<file path="src/hw/rtl/bsd_pkg.sv">
// ----------------------------------------------------------------------------
// bsd_pkg
// shared types and constants for the byte stuffing deframer
// ----------------------------------------------------------------------------
package bsd_pkg;

    localparam int MAX_FRAME = 4096;
    localparam int BYTE_W    = 8;
    localparam int LEN_W     = $clog2(MAX_FRAME + 1);
    localparam int CNT_W     = $clog2(MAX_FRAME);

    localparam logic [BYTE_W-1:0] ESC_BYTE   = 8'hFF;
    localparam logic [BYTE_W-1:0] START_CODE = 8'h00;
    localparam logic [BYTE_W-1:0] END_CODE   = 8'h01;

    localparam logic [LEN_W-1:0] LIMIT_MAX   = LEN_W'(MAX_FRAME);
    localparam logic [LEN_W-1:0] LIMIT_MIN   = LEN_W'(1);
    localparam logic [LEN_W-1:0] LIMIT_RESET = LEN_W'(MAX_FRAME);

    typedef enum logic [1:0] {
        KIND_PAYLOAD  = 2'd0,
        KIND_RESTART  = 2'd1,
        KIND_DONE     = 2'd2,
        KIND_OVERFLOW = 2'd3
    } t_kind;

    typedef struct packed {
        t_kind              kind;
        logic [BYTE_W-1:0]  payload;
        logic [CNT_W-1:0]   slot;
        logic [LEN_W-1:0]   frame_length;
    } t_result;

endpackage

</file>
<file path="src/hw/rtl/bsd_in_stage.sv">
// ----------------------------------------------------------------------------
// bsd_in_stage
// input register: holds one received byte until the decoder consumes it
// ----------------------------------------------------------------------------
module bsd_in_stage
    import bsd_pkg::*;
(
    input  logic              i_clk,
    input  logic              i_rst_n,
    input  logic              i_valid,
    output logic              o_ready,
    input  logic [BYTE_W-1:0] i_byte,
    input  logic              i_consume,
    output logic              o_valid,
    output logic [BYTE_W-1:0] o_byte
);

    logic              r_valid;
    logic [BYTE_W-1:0] r_byte;

    assign o_ready = !r_valid || i_consume;
    assign o_valid = r_valid;
    assign o_byte  = r_byte;

    always_ff @(posedge i_clk) begin
        if (!i_rst_n) begin
            r_valid <= 1'b0;
        end else if (o_ready) begin
            r_valid <= i_valid;
        end
    end

    always_ff @(posedge i_clk) begin
        if (o_ready && i_valid) begin
            r_byte <= i_byte;
        end
    end

endmodule

</file>
<file path="src/hw/rtl/bsd_decode.sv">
// ----------------------------------------------------------------------------
// bsd_decode
// escape flag and frame counter, decodes one byte into at most one result
// ----------------------------------------------------------------------------
module bsd_decode
    import bsd_pkg::*;
(
    input  logic              i_clk,
    input  logic              i_rst_n,
    input  logic [BYTE_W-1:0] i_byte,
    input  logic              i_consume,
    input  logic [LEN_W-1:0]  i_frame_limit,
    output logic              o_has_result,
    output t_result           o_result
);

    logic             r_esc;
    logic [CNT_W-1:0] r_cnt;
    logic             n_esc;
    logic [CNT_W-1:0] n_cnt;
    logic [LEN_W-1:0] eff_limit;
    logic [LEN_W-1:0] len;
    logic             is_data;

    // clamp the limit into 1 .. max frame
    always_comb begin
        eff_limit = i_frame_limit;
        if (i_frame_limit < LIMIT_MIN) begin
            eff_limit = LIMIT_MIN;
        end else if (i_frame_limit > LIMIT_MAX) begin
            eff_limit = LIMIT_MAX;
        end
    end

    assign len = {1'b0, r_cnt} + LEN_W'(1);

    always_comb begin
        n_esc        = r_esc;
        n_cnt        = r_cnt;
        is_data      = 1'b0;
        o_has_result = 1'b0;
        o_result     = '{kind: KIND_PAYLOAD, payload: '0, slot: '0, frame_length: '0};
        if (r_esc) begin
            n_esc = 1'b0;
            if (i_byte == START_CODE) begin
                n_cnt         = '0;
                o_has_result  = 1'b1;
                o_result.kind = KIND_RESTART;
            end else if (i_byte == END_CODE) begin
                o_has_result          = 1'b1;
                o_result.kind         = KIND_DONE;
                o_result.frame_length = {1'b0, r_cnt};
            end else begin
                is_data = 1'b1;
            end
        end else if (i_byte == ESC_BYTE) begin
            n_esc = 1'b1;
        end else begin
            is_data = 1'b1;
        end

        if (is_data) begin
            o_has_result          = 1'b1;
            o_result.payload      = i_byte;
            o_result.slot         = r_cnt;
            o_result.frame_length = len;
            if (len >= eff_limit) begin
                o_result.kind = KIND_OVERFLOW;
                n_cnt         = '0;
                n_esc         = 1'b0;
            end else begin
                o_result.kind = KIND_PAYLOAD;
                n_cnt         = len[CNT_W-1:0];
            end
        end
    end

    always_ff @(posedge i_clk) begin
        if (!i_rst_n) begin
            r_esc <= 1'b0;
            r_cnt <= '0;
        end else if (i_consume) begin
            r_esc <= n_esc;
            r_cnt <= n_cnt;
        end
    end

endmodule

</file>
<file path="src/hw/rtl/bsd_out_stage.sv">
// ----------------------------------------------------------------------------
// bsd_out_stage
// result register: holds a decoded result until the receiver takes it
// ----------------------------------------------------------------------------
module bsd_out_stage
    import bsd_pkg::*;
(
    input  logic    i_clk,
    input  logic    i_rst_n,
    input  logic    i_load,
    input  t_result i_result,
    output logic    o_free,
    output logic    o_valid,
    input  logic    i_ready,
    output t_result o_result
);

    logic    r_valid;
    t_result r_result;

    assign o_free   = !r_valid || i_ready;
    assign o_valid  = r_valid;
    assign o_result = r_result;

    always_ff @(posedge i_clk) begin
        if (!i_rst_n) begin
            r_valid <= 1'b0;
        end else if (o_free) begin
            r_valid <= i_load;
        end
    end

    always_ff @(posedge i_clk) begin
        if (o_free && i_load) begin
            r_result <= i_result;
        end
    end

endmodule

</file>
<file path="src/hw/rtl/byte_stuff_deframer_unit.sv">
// ----------------------------------------------------------------------------
// byte_stuff_deframer_unit
// escape byte deframer: one received serial byte in, at most one result out
// ----------------------------------------------------------------------------
// input channel: i_in_valid / o_in_ready carry i_rx_byte, one byte a request.
// output channel: o_out_valid / i_out_ready carry kind, payload, slot and
//   frame_length. an escape byte (255) yields no result; escape+0 restarts
//   the frame, escape+1 reports the frame length, every other byte is data.
// config channel: i_cfg_valid / o_cfg_ready write frame_limit, always ready;
//   write it only while the unit is idle.
// path: an accepted byte enters the input register, then is decoded
//   into the result register.
// throughput: one byte per cycle while the receiver takes results; the
//   decode stage updates the escape flag and frame counter once per byte.
// reset: escape flag and count cleared, frame_limit back to 4096, both
//   pipeline registers empty.
// receiver stall: the result register holds; the input register takes
//   bytes until one with a result waits; o_in_ready stays low till drained.
// ----------------------------------------------------------------------------
module byte_stuff_deframer_unit
    import bsd_pkg::*;
(
    input  logic              i_clk,
    input  logic              i_rst_n,
    input  logic              i_in_valid,
    output logic              o_in_ready,
    input  logic [BYTE_W-1:0] i_rx_byte,
    output logic              o_out_valid,
    input  logic              i_out_ready,
    output logic [1:0]        o_kind,
    output logic [BYTE_W-1:0] o_payload,
    output logic [CNT_W-1:0]  o_slot,
    output logic [LEN_W-1:0]  o_frame_length,
    input  logic              i_cfg_valid,
    output logic              o_cfg_ready,
    input  logic [LEN_W-1:0]  i_cfg_frame_limit
);

    logic [LEN_W-1:0]  r_frame_limit;
    logic              stg_valid;
    logic [BYTE_W-1:0] stg_byte;
    logic              consume;
    logic              has_result;
    logic              out_free;
    t_result           dec_result;
    t_result           out_result;

    assign o_cfg_ready = 1'b1;

    always_ff @(posedge i_clk) begin
        if (!i_rst_n) begin
            r_frame_limit <= LIMIT_RESET;
        end else if (i_cfg_valid) begin
            r_frame_limit <= i_cfg_frame_limit;
        end
    end

    // an escape byte has no result and never waits on the output
    assign consume = stg_valid && (!has_result || out_free);

    bsd_in_stage u_in (
        .i_clk     (i_clk),
        .i_rst_n   (i_rst_n),
        .i_valid   (i_in_valid),
        .o_ready   (o_in_ready),
        .i_byte    (i_rx_byte),
        .i_consume (consume),
        .o_valid   (stg_valid),
        .o_byte    (stg_byte)
    );

    bsd_decode u_dec (
        .i_clk         (i_clk),
        .i_rst_n       (i_rst_n),
        .i_byte        (stg_byte),
        .i_consume     (consume),
        .i_frame_limit (r_frame_limit),
        .o_has_result  (has_result),
        .o_result      (dec_result)
    );

    bsd_out_stage u_out (
        .i_clk    (i_clk),
        .i_rst_n  (i_rst_n),
        .i_load   (consume && has_result),
        .i_result (dec_result),
        .o_free   (out_free),
        .o_valid  (o_out_valid),
        .i_ready  (i_out_ready),
        .o_result (out_result)
    );

    assign o_kind         = out_result.kind;
    assign o_payload      = out_result.payload;
    assign o_slot         = out_result.slot;
    assign o_frame_length = out_result.frame_length;

endmodule
</file>
<file path="config.mk">
export PLATFORM = sky130hd
export DESIGN_NAME = byte_stuff_deframer_unit
export DESIGN_NICKNAME = d
export VERILOG_FILES = /design/src/hw/rtl/bsd_pkg.sv /design/src/hw/rtl/bsd_in_stage.sv /design/src/hw/rtl/bsd_decode.sv /design/src/hw/rtl/bsd_out_stage.sv /design/src/hw/rtl/byte_stuff_deframer_unit.sv
export SDC_FILE = /design/constraint.sdc
export NUM_CORES = 1
export LEC_CHECK = 0
export ABC_AREA = 0
export BUFFER_PORTS_ARGS = -buffer_cell sky130_fd_sc_hd__buf_2
export CAP_MARGIN = 20
export CORE_MARGIN = 4
export CORE_UTILIZATION = 59
export DETAILED_ROUTE_END_ITERATION = 12
export PLACE_DENSITY = 0.86
export RECOVER_POWER = 25
export SLEW_MARGIN = 20
export SYNTH_ARGS = -nofsm -noshare
export SYNTH_HDL_FRONTEND = slang
export SYNTH_SLANG_ARGS = --single-unit
export TNS_END_PERCENT = 10
</file>
<file path="constraint.sdc">
create_clock -name i_clk -period 7 [get_ports i_clk]
set_input_delay 0.7 -clock i_clk [delete_from_list [all_inputs] [get_ports i_clk]]
set_output_delay 0.7 -clock i_clk [all_outputs]
set_load 0.01 [all_outputs]
</file>
==> flow_summary_export.csv <==
group,metric,value,unit
outcome,status,"completed",
setup_path,rr_startpoint,"u_dec.r_cnt[0]",
timing,hold_viol_final,0,
detailed_routing,routedWlPerCell,14.75,um
timing,drv_slew,0,
floorplan,die_y,83.25,um
pwr,total_power,848.8,uW
global_routing,grt_max_degree,37,
detailed_routing,wirelength,6.712,mm
synthesis,synth-edff-count,43,
synthesis,postSynthAreaPerCell,10.44,sq um
clock_tree,cts_hold_buf,0,
clock_tree,postCtsSetupBuffers,0,
floorplan,die-area,6930,sq um
timing,skew,0.008967,ns
placement,place_congestion,0.8829,
synthesis,yosysSeqAreaShare,55.43,%
placement,port_buffers,62,
floorplan,fp-row-count,27,
setup_path,worstSetupStartpoint,"u_dec.r_cnt[0]",
final_layout,fill_cells,442,
synthesis,async_flop_share,0,%
detailed_routing,drc,0,
timing,fin_crit_sh,48.93,%
timing,rsz0062_at_grt,"false",
clock_tree,cts_root_buffer,"clkbuf_8",
clock_tree,cts.sinks,71,
detailed_routing,routed_via_density,5.523,
synthesis,ys.warnings.count,0,
detailed_routing,vias,2513,
setup_path,cp_num_buf_inv,2,
floorplan,core,5507,sq um
clock_tree,clock_latency,0.35,ns
synthesis,yosysTopAreaCell,"edfxtp_1",
global_routing,track_usage,20.13,%
setup_path,crit_arrival,3.69,ns
global_routing,grt_pass1_wl,11.23,mm
timing,max_clock_freq,0.2920,GHz
run,timing.max_cap.violations,0,
clock_tree,path_clk_slew,0.07,ns
synthesis,ys_ff_latch,71,
pwr,ir_drop,156.5,uV
timing,fin_setup_tns,0,ns
clock_tree,cts_buffer_depth,2,
placement,dpl.hpwl,4.903,mm
synthesis,synthFlopType,"edfxtp_1",
synthesis,synth.distinct_cells,44,
setup_path,critical_path.slowest_cell,"a211oi_2",
final_layout,area_delta_synth_final,14.98,%
global_routing,antenna_found_initial,0,
final_layout,n_antenna_cell,0,
synthesis,synth_area_leaders,"edfxtp_1 39%, dfxtp_1 17%, ha_1 5.2%, nand2_1 4.7%, mux2i_1 3.6%",
synthesis,syn_inst,320,
setup_path,crit_chain,"ha_1 > inv_1 > nor2_1 > nand3_1 > xor2_1 > inv_1 > ha_1 > a21oi_1 > o21ai_0 > a211oi_2 > nand3_1 > o21ai_0",
floorplan,start_util,60.67,%
hold_path,hold_path.class,"in -> reg",
setup_path,cp-end-kind,"register",
hold_path,worstHoldStart,"i_rx_byte[1]",
setup_path,worstSetupPathType,"reg -> reg",
synthesis,syn-num-nets,360,
floorplan,pin_count,64,
timing,max_slew_margin,38.24,%
detailed_routing,drt_iter0_drc,194,
pwr,p_leak,0.001545,uW
timing,worst_pin_slew,0.9195,ns
detailed_routing,first_pass_iters,4,
clock_tree,cts_tree,"done",
timing,min_period,3.425,ns
setup_path,startpoint_type,"register",
setup_path,crit_fanout,11,
clock_tree,cts_resized,0,
setup_path,crit_required,7.27,ns
global_routing,first_global_vias,2441,
clock_tree,h-tree-depth,3,
clock_tree,cts_buffers,9,
timing,setup_viol,0,
setup_path,crit_family,"compound AO/OA/AOI/OAI gates",
synthesis,synth_top_area_share,38.65,%
floorplan,die_x,83.25,um
setup_path,slowest_delay,0.58,ns
final_layout,nets,419,
pwr,p_per_area,221.0,nW/um^2
detailed_routing,antenna_left,0,
global_routing,grt-ovfl-total,0,
synthesis,netlist_area,3341,sq um
final_layout,drive_gt1_share,17.49,%
-- where the power goes --
| part | internal (uW) | leakage (uW) | switching [uW] |
|---|---|---|---|
| Sequential | 463 | 0.000628 | 9.52 |
| Clock | 162 | 0.0000892 | 147 |
| Combinational | 27.2 | 0.000828 | 41.3 |
| Total | 651 | 0.00154 | 197 |
-- cells by family (layout without fill, tap and decap cells) --
kind of cell             after synthesis  in the layout  synth area share [%]
AO/OA/AOI/OAI                         47             47                 9.026
flip-flops                            71             71                 55.43
XOR/XNOR                               8              8                 2.097
multiplexers                          12             12                 3.596
buffers and inverters                 30             93                 3.970
other                                  1              1                0.1123
adder cells (fa/ha/maj)               14             14                 5.244
AND/OR/NAND/NOR                      137            137                 20.52
-- area by class of cell --
cell class	instances	area, sq um	area share (%)
Inverter	14	52.55	1.368
Timing Repair Buffer	64	304.0	7.915
Clock inverter	4	47.55	1.238
Tap cell	72	90.09	2.345
Clock buffer	11	131.4	3.420
Sequential cell	71	1852	48.21
Multi-Input combinational cell	219	1364	35.50
-- state kept, by name (all words and copies together) (netlist names) --
signal and flops:
u_out.o_result 35, u_dec.r_cnt 12, u_in.o_valid 1, u_dec.r_esc 1, u_out.o_valid 1, u_in.o_byte 8, r_frame_limit 13
-- metrics by stage --
stage          area, sq um  setup WS [ns]  util, %  hold WS, ns  instances
3_3_place_gp          3679          3.441    66.80       0.5004        440
4_1_cts               3857          3.262    70.05       0.5162        455
2_1_floorplan         3341          4.053        -       0.4609        320
6_report              3841          3.575    69.76       0.5159        455
3_5_place_dp          3679          3.263    66.80       0.5098        440
5_1_grt               3841          3.229    69.76       0.5133        455
-- per-layer routing --
layer	up-vias	track usage [%]	part of all wire, %	wire [um]
li1	1257	-	-	-
met1	1154	25.76	43	2878
met2	88	31.78	47	3161
met3	14	4.663	8.2	552
met4	0	10.55	1.8	119
met5	-	0	0	0
-- cells in the mapped netlist (6+ instances only) --
cell      count
o21ai_0      12
ha_1         14
inv_1        14
xor2_1        7
a21oi_1      15
nand4_1      12
edfxtp_1     43
clkbuf_1      7
nor2_1       31
dfxtp_1      28
and2_1       13
buf_2         6
nor2b_1       8
nand2_1      42
nand3_1       7
mux2i_1      12
-- cell usage in the layout, fill, tap and decap left out, types with 7 or more instances in the layout --
cell	n
and2_1	13
a21oi_1	15
ha_1	14
edfxtp_1	43
buf_2	45
nand4_1	12
xor2_1	7
nor2b_1	8
dfxtp_1	28
mux2i_1	12
nand3_1	7
nor2_1	30
inv_1	14
clkbuf_1	19
nand2_1	42
o21ai_0	12
clkbuf_8	9
-- worst paths after layout --
path                    end  slack (ns)  depth (start not counted)
min reg2reg  u_dec.r_cnt[5]        0.52                          2
max reg2reg  u_dec.r_cnt[0]        3.58                         12
min          u_in.o_byte[1]        0.52                          1
max          u_dec.r_cnt[0]        3.58                         12
Note: power is estimated with default switching activity, not from simulation.
